## src/rtl/cbmi_pkg.sv

```systemverilog
// Shared types, codes and helper functions for the cartridge bank mapper core.
// No dependencies; imported by cbmi_bank_store and the top level.
`timescale 1ns / 1ps
`default_nettype none

package cbmi_pkg;

   // word kinds on the request channel (carried in tuser)
   localparam logic [1:0] FUNC_WRITE = 2'd0;
   localparam logic [1:0] FUNC_TICK  = 2'd1;
   localparam logic [1:0] FUNC_QUERY = 2'd2;

   // register groups, address bits 15..12
   localparam logic [3:0] GROUP_PRG_A = 4'h8;
   localparam logic [3:0] GROUP_CTRL  = 4'h9;
   localparam logic [3:0] GROUP_PRG_B = 4'hA;
   localparam logic [3:0] GROUP_CHR0  = 4'hB;
   localparam logic [3:0] GROUP_CHR1  = 4'hC;
   localparam logic [3:0] GROUP_CHR2  = 4'hD;
   localparam logic [3:0] GROUP_CHR3  = 4'hE;
   localparam logic [3:0] GROUP_IRQ   = 4'hF;

   // sub-register codes in the interrupt group
   localparam logic [1:0] SUB_RELOAD_LO = 2'd0;
   localparam logic [1:0] SUB_RELOAD_HI = 2'd1;
   localparam logic [1:0] SUB_IRQ_CTRL  = 2'd2;
   localparam logic [1:0] SUB_IRQ_ACK   = 2'd3;

   // board wirings of the sub-index address lines
   localparam logic [2:0] WIRING_A2_A1 = 3'd0;
   localparam logic [2:0] WIRING_A0_A1 = 3'd1;
   localparam logic [2:0] WIRING_A7_A6 = 3'd2;
   localparam logic [2:0] WIRING_A2_A3 = 3'd3;
   localparam logic [2:0] WIRING_A3_A2 = 3'd4;

   // configuration register indexes (paddr[3:2])
   localparam logic [1:0] CSR_WIRING   = 2'd0;
   localparam logic [1:0] CSR_PRG_LAST = 2'd1;
   localparam logic [1:0] CSR_CHR_LAST = 2'd2;

   // bank store layout: eight character slots, then the swappable program
   // slot and program slot 1. The fixed program slots are derived.
   localparam int BANK_DEPTH = 10;
   localparam int BANK_AW    = $clog2(BANK_DEPTH);
   localparam logic [BANK_AW-1:0] ENTRY_PRG_VAR = BANK_AW'(8);
   localparam logic [BANK_AW-1:0] ENTRY_PRG_ONE = BANK_AW'(9);

   localparam logic [8:0] PRESCALE_PERIOD = 9'd338;
   localparam logic [8:0] PRESCALE_STEP   = 9'd3;
   localparam logic [7:0] COUNTER_MAX     = 8'hFF;

   typedef struct packed {
      logic               en;
      logic [BANK_AW-1:0] addr;
   } bank_rd_type;

   typedef struct packed {
      logic               en;
      logic [BANK_AW-1:0] addr;
      logic [7:0]         data;
   } bank_wr_type;

   function automatic logic [7:0] bank_reset_value(input logic [BANK_AW-1:0] addr);
      logic [7:0] v;
      if (addr == ENTRY_PRG_VAR) begin
         v = 8'd0;
      end else if (addr == ENTRY_PRG_ONE) begin
         v = 8'd1;
      end else begin
         v = 8'(addr);
      end
      return v;
   endfunction

   function automatic logic [1:0] decode_sub(input logic [2:0] wiring,
                                             input logic [15:0] addr);
      logic [1:0] s;
      unique case (wiring)
         WIRING_A2_A1: s = addr[2:1];
         WIRING_A0_A1: s = {addr[0], addr[1]};
         WIRING_A7_A6: s = addr[7:6];
         WIRING_A2_A3: s = {addr[2], addr[3]};
         WIRING_A3_A2: s = addr[3:2];
         default:      s = addr[2:1];
      endcase
      return s;
   endfunction

endpackage

`default_nettype wire

```

## src/rtl/cbmi_bank_store.sv

```systemverilog
// Bank store: synchronous memory of slot banks with registered read data,
// per-entry valid bits for reset values and write-to-read forwarding. Uses cbmi_pkg.
`timescale 1ns / 1ps
`default_nettype none

module cbmi_bank_store
   import cbmi_pkg::*;
(
   input  wire logic        clock,
   input  wire logic        reset,
   input  wire bank_rd_type rd,
   input  wire bank_wr_type wr,
   output logic [7:0]       rd_data
);

   logic [7:0]         bank_mem_ff [BANK_DEPTH];
   logic [7:0]         mem_q_ff;
   logic [BANK_DEPTH-1:0] valid_ff;
   logic               hit_valid_ff;
   logic               fwd_ff;
   logic [7:0]         fwd_data_ff;
   logic [BANK_AW-1:0] rd_addr_q_ff;

   always_ff @(posedge clock) begin
      if (wr.en) begin
         bank_mem_ff[wr.addr] <= wr.data;
      end
      if (rd.en) begin
         mem_q_ff     <= bank_mem_ff[rd.addr];
         fwd_data_ff  <= wr.data;
         rd_addr_q_ff <= rd.addr;
      end
   end

   always_ff @(posedge clock) begin
      if (reset) begin
         valid_ff     <= '0;
         hit_valid_ff <= 1'b0;
         fwd_ff       <= 1'b0;
      end else begin
         if (wr.en) begin
            valid_ff[wr.addr] <= 1'b1;
         end
         if (rd.en) begin
            hit_valid_ff <= valid_ff[rd.addr];
            // write landing in the same cycle as the read
            fwd_ff       <= wr.en && (wr.addr == rd.addr);
         end
      end
   end

   assign rd_data = fwd_ff       ? fwd_data_ff :
                    hit_valid_ff ? mem_q_ff    : bank_reset_value(rd_addr_q_ff);

endmodule

`default_nettype wire

```

## src/rtl/cartridge_bank_mapper_irq_core.sv

```systemverilog
// Top level of the cartridge bank mapper with interrupt counter.
// Uses cbmi_pkg and cbmi_bank_store.
//
//  port group   role        fields
//  req_*        stream in   tuser: func; tdata: address, value, query_slot
//  rsp_*        stream out  tdata: bank, irq_pending, mirror_mode, prg_swapped
//  csr_*        APB slave   wiring, last program bank, last character bank
//
// One word per clock sustained while rsp_tready stays high. The bank store read is issued in the accept
// cycle, the word then passes through the update stage and sits in the output register.
// rsp_tvalid comes from the output register, which is loaded when the update stage fires.
// Reset is synchronous; stored banks read as their reset values until written.
// A stalled rsp_tready backs up the update stage and then req_tready.
`timescale 1ns / 1ps
`default_nettype none

module cartridge_bank_mapper_irq_core
   import cbmi_pkg::*;
(
   input  wire logic        clock,
   input  wire logic        reset,
   input  wire logic        req_tvalid,
   output logic             req_tready,
   input  wire logic [31:0] req_tdata,  // [15:0] address, [23:16] value, [27:24] query_slot
   input  wire logic [1:0]  req_tuser,  // [1:0] func
   output logic             rsp_tvalid,
   input  wire logic        rsp_tready,
   output logic [15:0]      rsp_tdata,  // [7:0] bank, [8] irq_pending, [10:9] mirror_mode,
                                        // [11] prg_swapped
   input  wire logic        csr_psel,
   input  wire logic        csr_penable,
   input  wire logic        csr_pwrite,
   input  wire logic [3:0]  csr_paddr,
   input  wire logic [31:0] csr_pwdata,
   output logic [31:0]      csr_prdata,
   output logic             csr_pready
);

   // configuration
   logic [2:0] wiring_ff;
   logic [4:0] prg_last_ff;
   logic [7:0] chr_last_ff;

   // update stage
   logic       s1_valid_ff;
   logic [1:0] s1_func_ff;
   logic       s1_hi_ff;
   logic [3:0] s1_group_ff;
   logic [1:0] s1_sub_ff;
   logic [7:0] s1_value_ff;
   logic [3:0] s1_slot_ff;

   // scalar state
   logic       swap_ff, swap_in;
   logic [1:0] mirror_ff, mirror_in;
   logic [7:0] reload_ff, reload_in;
   logic [7:0] counter_ff, counter_in;
   logic [8:0] prescale_ff, prescale_in;
   logic       irq_en_ff, irq_en_in;
   logic       cycle_mode_ff, cycle_mode_in;
   logic       ack_en_ff, ack_en_in;
   logic       irq_line_ff, irq_line_in;

   // output register
   logic       rsp_valid_ff;
   logic [7:0] rsp_bank_ff, rsp_bank_in;

   logic        req_fire;
   logic        s1_fire;
   logic        csr_write;
   logic [1:0]  req_sub;
   logic [15:0] req_address;
   logic [3:0]  req_slot;
   bank_rd_type bank_rd;
   bank_wr_type bank_wr;
   logic [7:0]  bank_q;
   logic [4:0]  second_last;
   logic [4:0]  prg_clamped;
   logic [7:0]  chr_new;

   assign req_address = req_tdata[15:0];
   assign req_slot    = req_tdata[27:24];
   assign req_sub     = decode_sub(wiring_ff, req_address);

   assign s1_fire    = s1_valid_ff && (!rsp_valid_ff || rsp_tready);
   assign req_tready = !s1_valid_ff || s1_fire;
   assign req_fire   = req_tvalid && req_tready;

   // ---------------- configuration port ----------------
   assign csr_pready = 1'b1;
   assign csr_write  = csr_psel && csr_penable && csr_pwrite && csr_pready;

   always_ff @(posedge clock) begin
      if (reset) begin
         wiring_ff   <= 3'd0;
         prg_last_ff <= 5'd31;
         chr_last_ff <= 8'd255;
      end else if (csr_write) begin
         unique case (csr_paddr[3:2])
            CSR_WIRING:   wiring_ff   <= csr_pwdata[2:0];
            CSR_PRG_LAST: prg_last_ff <= csr_pwdata[4:0];
            CSR_CHR_LAST: chr_last_ff <= csr_pwdata[7:0];
            default: ;
         endcase
      end
   end

   always_comb begin
      unique case (csr_paddr[3:2])
         CSR_WIRING:   csr_prdata = {29'd0, wiring_ff};
         CSR_PRG_LAST: csr_prdata = {27'd0, prg_last_ff};
         CSR_CHR_LAST: csr_prdata = {24'd0, chr_last_ff};
         default:      csr_prdata = 32'd0;
      endcase
   end

   // ---------------- bank store read at accept ----------------
   always_comb begin
      bank_rd.en   = req_fire;
      bank_rd.addr = ENTRY_PRG_VAR;
      if (req_tuser == FUNC_WRITE) begin
         // character groups: slot from group offset and sub bit 1
         bank_rd.addr = {1'b0, 2'(req_address[15:12] - GROUP_CHR0), req_sub[1]};
      end else if (req_tuser == FUNC_QUERY) begin
         if (req_slot == 4'd1) begin
            bank_rd.addr = ENTRY_PRG_ONE;
         end else if (req_slot >= 4'd4 && req_slot < 4'd12) begin
            bank_rd.addr = {1'b0, 3'(req_slot - 4'd4)};
         end
      end
   end

   cbmi_bank_store u_bank_store (
      .clock   (clock),
      .reset   (reset),
      .rd      (bank_rd),
      .wr      (bank_wr),
      .rd_data (bank_q)
   );

   always_ff @(posedge clock) begin
      if (reset) begin
         s1_valid_ff <= 1'b0;
      end else if (req_tready) begin
         s1_valid_ff <= req_tvalid;
      end
   end

   always_ff @(posedge clock) begin
      if (req_fire) begin
         s1_func_ff  <= req_tuser;
         s1_hi_ff    <= req_address[15];
         s1_group_ff <= req_address[15:12];
         s1_sub_ff   <= req_sub;
         s1_value_ff <= req_tdata[23:16];
         s1_slot_ff  <= req_slot;
      end
   end

   // ---------------- update stage ----------------
   assign second_last = prg_last_ff - 5'd1;

   always_comb begin
      prg_clamped = s1_value_ff[4:0];
      if (prg_clamped > prg_last_ff) begin
         prg_clamped = prg_clamped & prg_last_ff;
      end
      chr_new = s1_sub_ff[0] ? {s1_value_ff[3:0], bank_q[3:0]}
                             : {bank_q[7:4], s1_value_ff[3:0]};
      if (chr_new > chr_last_ff) begin
         chr_new = chr_new & chr_last_ff;
      end
   end

   always_comb begin
      swap_in       = swap_ff;
      mirror_in     = mirror_ff;
      reload_in     = reload_ff;
      counter_in    = counter_ff;
      prescale_in   = prescale_ff;
      irq_en_in     = irq_en_ff;
      cycle_mode_in = cycle_mode_ff;
      ack_en_in     = ack_en_ff;
      irq_line_in   = irq_line_ff;
      bank_wr.en    = 1'b0;
      bank_wr.addr  = ENTRY_PRG_VAR;
      bank_wr.data  = {3'd0, prg_clamped};
      rsp_bank_in   = 8'd0;

      if (s1_fire) begin
         unique case (s1_func_ff)
            FUNC_WRITE: begin
               if (s1_hi_ff) begin
                  case (s1_group_ff) inside
                     GROUP_PRG_A: begin
                        bank_wr.en = 1'b1;
                     end
                     GROUP_PRG_B: begin
                        bank_wr.en   = 1'b1;
                        bank_wr.addr = ENTRY_PRG_ONE;
                     end
                     GROUP_CTRL: begin
                        if (!s1_sub_ff[1]) begin
                           mirror_in = s1_value_ff[1:0];
                        end else begin
                           // fixed slot follows the swap, so only the flag moves
                           swap_in = s1_value_ff[1];
                        end
                     end
                     GROUP_CHR0, GROUP_CHR1, GROUP_CHR2, GROUP_CHR3: begin
                        bank_wr.en   = 1'b1;
                        bank_wr.addr = {1'b0, 2'(s1_group_ff - GROUP_CHR0), s1_sub_ff[1]};
                        bank_wr.data = chr_new;
                     end
                     GROUP_IRQ: begin
                        unique case (s1_sub_ff)
                           SUB_RELOAD_LO: reload_in = {reload_ff[7:4], s1_value_ff[3:0]};
                           SUB_RELOAD_HI: reload_in = {s1_value_ff[3:0], reload_ff[3:0]};
                           SUB_IRQ_CTRL: begin
                              ack_en_in     = s1_value_ff[0];
                              irq_en_in     = s1_value_ff[1];
                              cycle_mode_in = s1_value_ff[2];
                              if (s1_value_ff[1]) begin
                                 prescale_in = 9'd0;
                                 counter_in  = reload_ff;
                              end
                              irq_line_in = 1'b0;
                           end
                           SUB_IRQ_ACK: begin
                              irq_en_in   = ack_en_ff;
                              irq_line_in = 1'b0;
                           end
                           default: ;
                        endcase
                     end
                     default: ;
                  endcase
               end
            end
            FUNC_TICK: begin
               if (irq_en_ff) begin
                  if (!cycle_mode_ff && prescale_ff < PRESCALE_PERIOD) begin
                     prescale_in = prescale_ff + PRESCALE_STEP;
                  end else begin
                     if (!cycle_mode_ff) begin
                        prescale_in = prescale_ff - PRESCALE_PERIOD;
                     end
                     if (counter_ff != COUNTER_MAX) begin
                        counter_in = counter_ff + 8'd1;
                     end else begin
                        counter_in  = reload_ff;
                        irq_line_in = 1'b1;
                     end
                  end
               end
            end
            FUNC_QUERY: begin
               case (s1_slot_ff)
                  4'd0:    rsp_bank_in = swap_ff ? {3'd0, second_last} : bank_q;
                  4'd1:    rsp_bank_in = bank_q;
                  4'd2:    rsp_bank_in = swap_ff ? bank_q : {3'd0, second_last};
                  4'd3:    rsp_bank_in = {3'd0, prg_last_ff};
                  4'd12, 4'd13, 4'd14, 4'd15: rsp_bank_in = 8'd0;
                  default: rsp_bank_in = bank_q;
               endcase
            end
            default: ;
         endcase
      end
   end

   always_ff @(posedge clock) begin
      if (reset) begin
         swap_ff       <= 1'b0;
         mirror_ff     <= 2'd0;
         reload_ff     <= 8'd0;
         counter_ff    <= 8'd0;
         prescale_ff   <= 9'd0;
         irq_en_ff     <= 1'b0;
         cycle_mode_ff <= 1'b0;
         ack_en_ff     <= 1'b0;
         irq_line_ff   <= 1'b0;
      end else begin
         swap_ff       <= swap_in;
         mirror_ff     <= mirror_in;
         reload_ff     <= reload_in;
         counter_ff    <= counter_in;
         prescale_ff   <= prescale_in;
         irq_en_ff     <= irq_en_in;
         cycle_mode_ff <= cycle_mode_in;
         ack_en_ff     <= ack_en_in;
         irq_line_ff   <= irq_line_in;
      end
   end

   // ---------------- output register ----------------
   always_ff @(posedge clock) begin
      if (reset) begin
         rsp_valid_ff <= 1'b0;
      end else if (s1_fire) begin
         rsp_valid_ff <= 1'b1;
      end else if (rsp_tready) begin
         rsp_valid_ff <= 1'b0;
      end
   end

   logic [3:0] rsp_flags_ff;

   always_ff @(posedge clock) begin
      if (s1_fire) begin
         rsp_bank_ff  <= rsp_bank_in;
         rsp_flags_ff <= {swap_in, mirror_in, irq_line_in};
      end
   end

   assign rsp_tvalid = rsp_valid_ff;
   assign rsp_tdata  = {4'd0, rsp_flags_ff, rsp_bank_ff};

   // ---------------- checks ----------------
   a_backpressure_source: assert property (@(posedge clock) disable iff (reset)
      !req_tready |-> (rsp_valid_ff && !rsp_tready))
      else $error("request stalled without output backpressure");

   a_irq_from_tick: assert property (@(posedge clock) disable iff (reset)
      $rose(irq_line_ff) |-> $past(s1_fire && (s1_func_ff == FUNC_TICK)))
      else $error("interrupt line rose without a tick");

   a_prescale_range: assert property (@(posedge clock) disable iff (reset)
      s1_fire |=> (prescale_ff <= (PRESCALE_PERIOD + PRESCALE_STEP - 9'd1)))
      else $error("prescaler out of range");

   a_word_lands: assert property (@(posedge clock) disable iff (reset)
      s1_fire |=> rsp_valid_ff)
      else $error("update stage fired but output register empty");

endmodule

`default_nettype wire

```

## config.mk

```make
export PLATFORM = sky130hd
export DESIGN_NAME = cartridge_bank_mapper_irq_core
export DESIGN_NICKNAME = d
export VERILOG_FILES = /design/src/rtl/cbmi_pkg.sv /design/src/rtl/cbmi_bank_store.sv /design/src/rtl/cartridge_bank_mapper_irq_core.sv
export SDC_FILE = /design/constraint.sdc
export NUM_CORES = 1
export LEC_CHECK = 0
export BUFFER_PORTS_ARGS = -buffer_cell sky130_fd_sc_hd__clkbuf_2
export CORE_MARGIN = 1.5
export CORE_UTILIZATION = 30
export CTS_CLUSTER_DIAMETER = 150
export CTS_CLUSTER_SIZE = 25
export DETAILED_ROUTE_END_ITERATION = 10
export PLACE_DENSITY = 0.45
export SLEW_MARGIN = 20
export SYNTH_ARGS = -nofsm -noshare
export SYNTH_HDL_FRONTEND = slang
export SYNTH_HIERARCHICAL = 1
export SYNTH_SLANG_ARGS = --single-unit
export TNS_END_PERCENT = 20
```

## constraint.sdc

```tcl
create_clock -name clock -period 4.45 [get_ports clock]
set_clock_uncertainty 0.05 [all_clocks]
set_input_delay 0.2225 -clock clock [delete_from_list [all_inputs] [get_ports clock]]
set_output_delay 0.2225 -clock clock [all_outputs]
set_load 0.005 [all_outputs]
```

==> impl_metrics.prom <==
# TYPE chip_impl_metric gauge
chip_impl_info{name="outcome",value="finished clean"} 1
chip_impl_metric{name="cts_buffers",unit=""} 17
chip_impl_metric{name="cts_setup_buffers",unit=""} 0
chip_impl_info{name="most-common-layout-cells",value="sky130_fd_sc_hd__edfxtp_1, sky130_fd_sc_hd__nor2_1, sky130_fd_sc_hd__dfxtp_1"} 1
chip_impl_metric{name="ctsLongestPathBuffers",unit=""} 2
chip_impl_metric{name="route.detailed.drc",unit=""} 0
chip_impl_metric{name="netlist_instances",unit=""} 824
chip_impl_metric{name="detail_route.iter0.violations",unit=""} 380
chip_impl_metric{name="power_frac_seq",unit=""} 0.517
chip_impl_info{name="post_synth_main_area_contributors",value="sky130_fd_sc_hd__edfxtp_1, sky130_fd_sc_hd__dfxtp_1, sky130_fd_sc_hd__ha_1"} 1
chip_impl_metric{name="grt_pass1_wl",unit="µm"} 37100
chip_impl_info{name="endpoint_kind",value="flop"} 1
chip_impl_metric{name="die_height",unit="µm"} 183
chip_impl_info{name="worst-setup-path-type",value="reg -> reg"} 1
chip_impl_metric{name="totalNegativeSetupSlack",unit="ns"} 0
chip_impl_metric{name="postRouteAntennaNets",unit=""} 0
chip_impl_metric{name="syn2layout_area_growth",unit="%"} 15.5
chip_impl_metric{name="preCtsSetupSlack",unit="ns"} 0.672
chip_impl_metric{name="final_core_utilization",unit=""} 0.353
chip_impl_metric{name="boundaryPins",unit=""} 128
chip_impl_info{name="hold_path.class",value="in -> reg"} 1
chip_impl_metric{name="yosysUniqueCellTypes",unit=""} 78
chip_impl_metric{name="worstMarginPinSlew",unit="ns"} 1.07
chip_impl_info{name="unrepaired_setup_endpoints_after_global_routing",value="false"} 1
chip_impl_metric{name="number_of_enable_flip_flop_cells_after_synthesis",unit=""} 129
chip_impl_metric{name="first_pass_iters",unit=""} 4
chip_impl_metric{name="seq_area_frac_synth",unit=""} 0.528
chip_impl_metric{name="number_of_inserted_filler_cells_in_the_final_layout",unit=""} 3131
chip_impl_metric{name="worstPathMaxFanout",unit=""} 8
chip_impl_info{name="layout_commonest_cell",value="sky130_fd_sc_hd__edfxtp_1"} 1
chip_impl_metric{name="internal_reg_to_reg_setup_slack",unit="ns"} 0.86
chip_impl_metric{name="first_global_vias",unit=""} 6532
chip_impl_metric{name="globalRouteOverflowTotal",unit=""} 0
chip_impl_metric{name="dieArea",unit="µm²"} 33400
chip_impl_metric{name="synth_area",unit="µm²"} 9690
chip_impl_metric{name="slew_headroom",unit=""} 0.282
chip_impl_metric{name="clock.fmax",unit="MHz"} 278
chip_impl_metric{name="dpl.cell_count",unit=""} 1279
chip_impl_metric{name="timing.final.crit_share",unit=""} 0.807
chip_impl_metric{name="holdPathStages",unit=""} 3
chip_impl_metric{name="ff2ff_path_depth",unit=""} 10
chip_impl_metric{name="nets",unit=""} 1031
chip_impl_metric{name="yosys_register_bits",unit=""} 191
chip_impl_metric{name="worst_ir_drop_vdd",unit="mV"} 0.264
chip_impl_metric{name="antenna_cells",unit=""} 0
chip_impl_metric{name="power_report.internal_total",unit="mW"} 2.84
chip_impl_metric{name="timing.final.setup_violations",unit=""} 0
chip_impl_metric{name="ctsResizeCount",unit=""} 0
chip_impl_metric{name="numClockSinks",unit=""} 191
chip_impl_metric{name="cp_data_required_time",unit="ns"} 4.56
chip_impl_metric{name="async_reset_ff_frac",unit=""} 0
chip_impl_metric{name="final_cells",unit=""} 1329
chip_impl_metric{name="drive_above_1_share",unit=""} 0.182
chip_impl_metric{name="power_switching_share",unit=""} 0.249
chip_impl_metric{name="std_cell_rows",unit=""} 65
chip_impl_metric{name="hpwl",unit="µm"} 16800
chip_impl_metric{name="globalRouteTotalUtil",unit=""} 0.144
chip_impl_metric{name="largest_net_degree_at_the_start_of_global_routing",unit=""} 43
chip_impl_metric{name="finalHoldViolations",unit=""} 0
chip_impl_metric{name="gp_congestion",unit=""} 0.763
chip_impl_metric{name="die_width",unit="µm"} 183
chip_impl_metric{name="number_of_antenna_violations_at_the_first_check_in_global_routing",unit=""} 0
chip_impl_metric{name="floorplan_core_area",unit="µm²"} 31700
chip_impl_metric{name="detail_route.wl_per_cell",unit="µm"} 17.6
chip_impl_metric{name="cp_data_arrival_time",unit="ns"} 3.70
chip_impl_metric{name="p_switching",unit="µW"} 941
chip_impl_metric{name="maxSlewViolCount",unit=""} 0
chip_impl_metric{name="area_share_of_the_largest_cell_type_after_synthesis",unit=""} 0.400
chip_impl_metric{name="p_comb_frac",unit=""} 0.078
chip_impl_metric{name="port_buffers",unit=""} 59
chip_impl_info{name="start_kind",value="flop"} 1
chip_impl_info{name="clock_tree_from_tritoncts",value="built"} 1
chip_impl_metric{name="initial_utilization",unit=""} 0.306
chip_impl_metric{name="routed_wirelength",unit="µm"} 23400
chip_impl_metric{name="synth-warning-count",unit=""} 6
chip_impl_metric{name="number_of_maximum_capacitance_violations",unit=""} 0
chip_impl_metric{name="post-route-worst-setup-slack",unit="ns"} 0.858
chip_impl_metric{name="powerDensity",unit="nW/µm²"} 338
chip_impl_metric{name="worst_skew_pair.late_latency",unit="ns"} 0.44
chip_impl_metric{name="viasPerCell",unit=""} 4.90
chip_impl_info{name="yosysTopAreaCell",value="sky130_fd_sc_hd__edfxtp_1"} 1
chip_impl_metric{name="static-leakage-power",unit="nW"} 4.33
chip_impl_metric{name="clkPwrFrac",unit=""} 0.405
chip_impl_metric{name="cts_max_level",unit=""} 4
chip_impl_info{name="synthFlopType",value="sky130_fd_sc_hd__edfxtp_1"} 1
chip_impl_metric{name="clk_pin_slew_worst_paths",unit="ns"} 0.07
chip_impl_metric{name="dr_total_vias",unit=""} 6516
chip_impl_metric{name="fin_crit",unit="ns"} 3.59
chip_impl_metric{name="synth_area_per_cell",unit="µm²"} 11.8
chip_impl_info{name="cts.root.buffer_cell",value="sky130_fd_sc_hd__clkbuf_16"} 1
==> final cells by class <==
cell class                 count  area, µm²  area share
sequential                   191       5110       0.457
multi-input combinational    572       4190       0.374
timing repair buffer         108        713      0.0637
tap                          402        503      0.0449
clock buffer                  17        425      0.0380
clock inverter                13        149      0.0133
inverter                      26       97.6     0.00872
==> synth_stat cells, drive strengths merged (3+ instances only) <==
cell type and number:
and2 14, xor2 5, nor3 17, nand4b 4, nand4 7, mux4 17, nand3b 5, nor2 79
nand2b 20, nand2 54, nor3b 4, o311ai 3, buf 36, or3 3, nand3 9, and2b 3
a22oi 7, a31oi 10, mux2 13, o21ai 20, o31ai 10, o211ai 20, a21o 3, edfxtp 129
a311oi 3, nor2b 21, ha 38, clkbuf 24, or4 3, xnor2 4, nor4 4, a211oi 13
a22o 6, dfxtp 62, a21oi 27, mux2i 40, or2 3, inv 26, a221oi 8, and3 9
a2111oi 8
==> power groups by stage <==
stage	Clock (mW)	Sequential [mW]	Combinational (mW)
finish	1.53	1.96	0.295
global route	1.64	1.96	0.331
CTS	1.58	1.96	0.301
detailed placement	0	2.00	0.285
global placement	0	2.00	0.283
floorplan	0	1.98	0.208
==> metal layers <==
| layer | routed length (µm) | track usage | vias up |
|---|---|---|---|
| met3 | 594 | 0.0240 | 19 |
| met1 | 11400 | 0.191 | 3196 |
| met2 | 11200 | 0.240 | 88 |
| met5 | 0 | 0 | - |
| li1 | - | - | 3213 |
| met4 | 246 | 0.0410 | 0 |
==> kinds of logic (layout without fill, tap and decap cells) <==
family	count (synthesis)	after routing	share of synthesized area
XOR/XNOR	9	9	0.00813
AO/OA/AOI/OAI	160	160	0.121
buffers and inverters	88	164	0.0547
adder cells (fa/ha/maj)	39	39	0.0501
flip-flops	191	191	0.528
AND/OR/NAND/NOR	265	265	0.141
other	2	29	0.000775
multiplexers	70	70	0.0975
==> worst max-delay path: stages (launching register included) <==
cell	delay, ns
sky130_fd_sc_hd__dfxtp_1	0.47
sky130_fd_sc_hd__nor2b_1	0.29
sky130_fd_sc_hd__a2bb2oi_1	0.10
sky130_fd_sc_hd__o21ai_0	0.48
sky130_fd_sc_hd__nor2_1	0.15
sky130_fd_sc_hd__a211oi_4	0.52
sky130_fd_sc_hd__buf_4	0.28
sky130_fd_sc_hd__mux4_2	0.52
sky130_fd_sc_hd__nor2b_1	0.15
sky130_fd_sc_hd__a211oi_1	0.24
sky130_fd_sc_hd__a21oi_1	0.07
==> worst paths after layout <==
check / start / endpoint
min reg2reg: u_bank_store/valid_ff[1] / u_bank_store/valid_ff[1]
max reg2reg: wiring_ff[1] / u_bank_store/mem_q_ff[7]
min: csr_pwdata[1] / prg_last_ff[1]
max: wiring_ff[1] / u_bank_store/mem_q_ff[7]
==> repair_timing <==
item,in CTS,in global routing
endpoints found under the setup margin,0,0
hold endpoints to repair,22,0
hold buffers,20,0
==> state kept, by name, indices dropped and copies added (netlist names), 2 cells and up <==
signal	count
prescale_ff	9
s1_sub_ff	2
chr_last_ff	8
prg_last_ff	5
counter_ff	8
u_bank_store/rd_addr_q_ff	4
s1_slot_ff	4
s1_group_ff	3
u_bank_store/bank_mem_ff	80
mirror_ff	2
u_bank_store/fwd_data_ff	8
reload_ff	8
rsp_bank_ff	8
wiring_ff	3
rsp_flags_ff	4
s1_value_ff	5
u_bank_store/mem_q_ff	8
u_bank_store/valid_ff	10
s1_func_ff	2
==> metrics by stage <==
step	hold slack, ns	total power [mW]	area [µm²]
6_report	0.0340	3.78	11200
5_1_grt	0.0220	3.93	11200
4_1_cts	0.0113	3.84	11200
3_5_place_dp	0.351	2.28	10400
3_3_place_gp	0.350	2.28	10400
2_1_floorplan	0.242	2.19	9790
No activity file was read; power rests on OpenSTA's default activity.
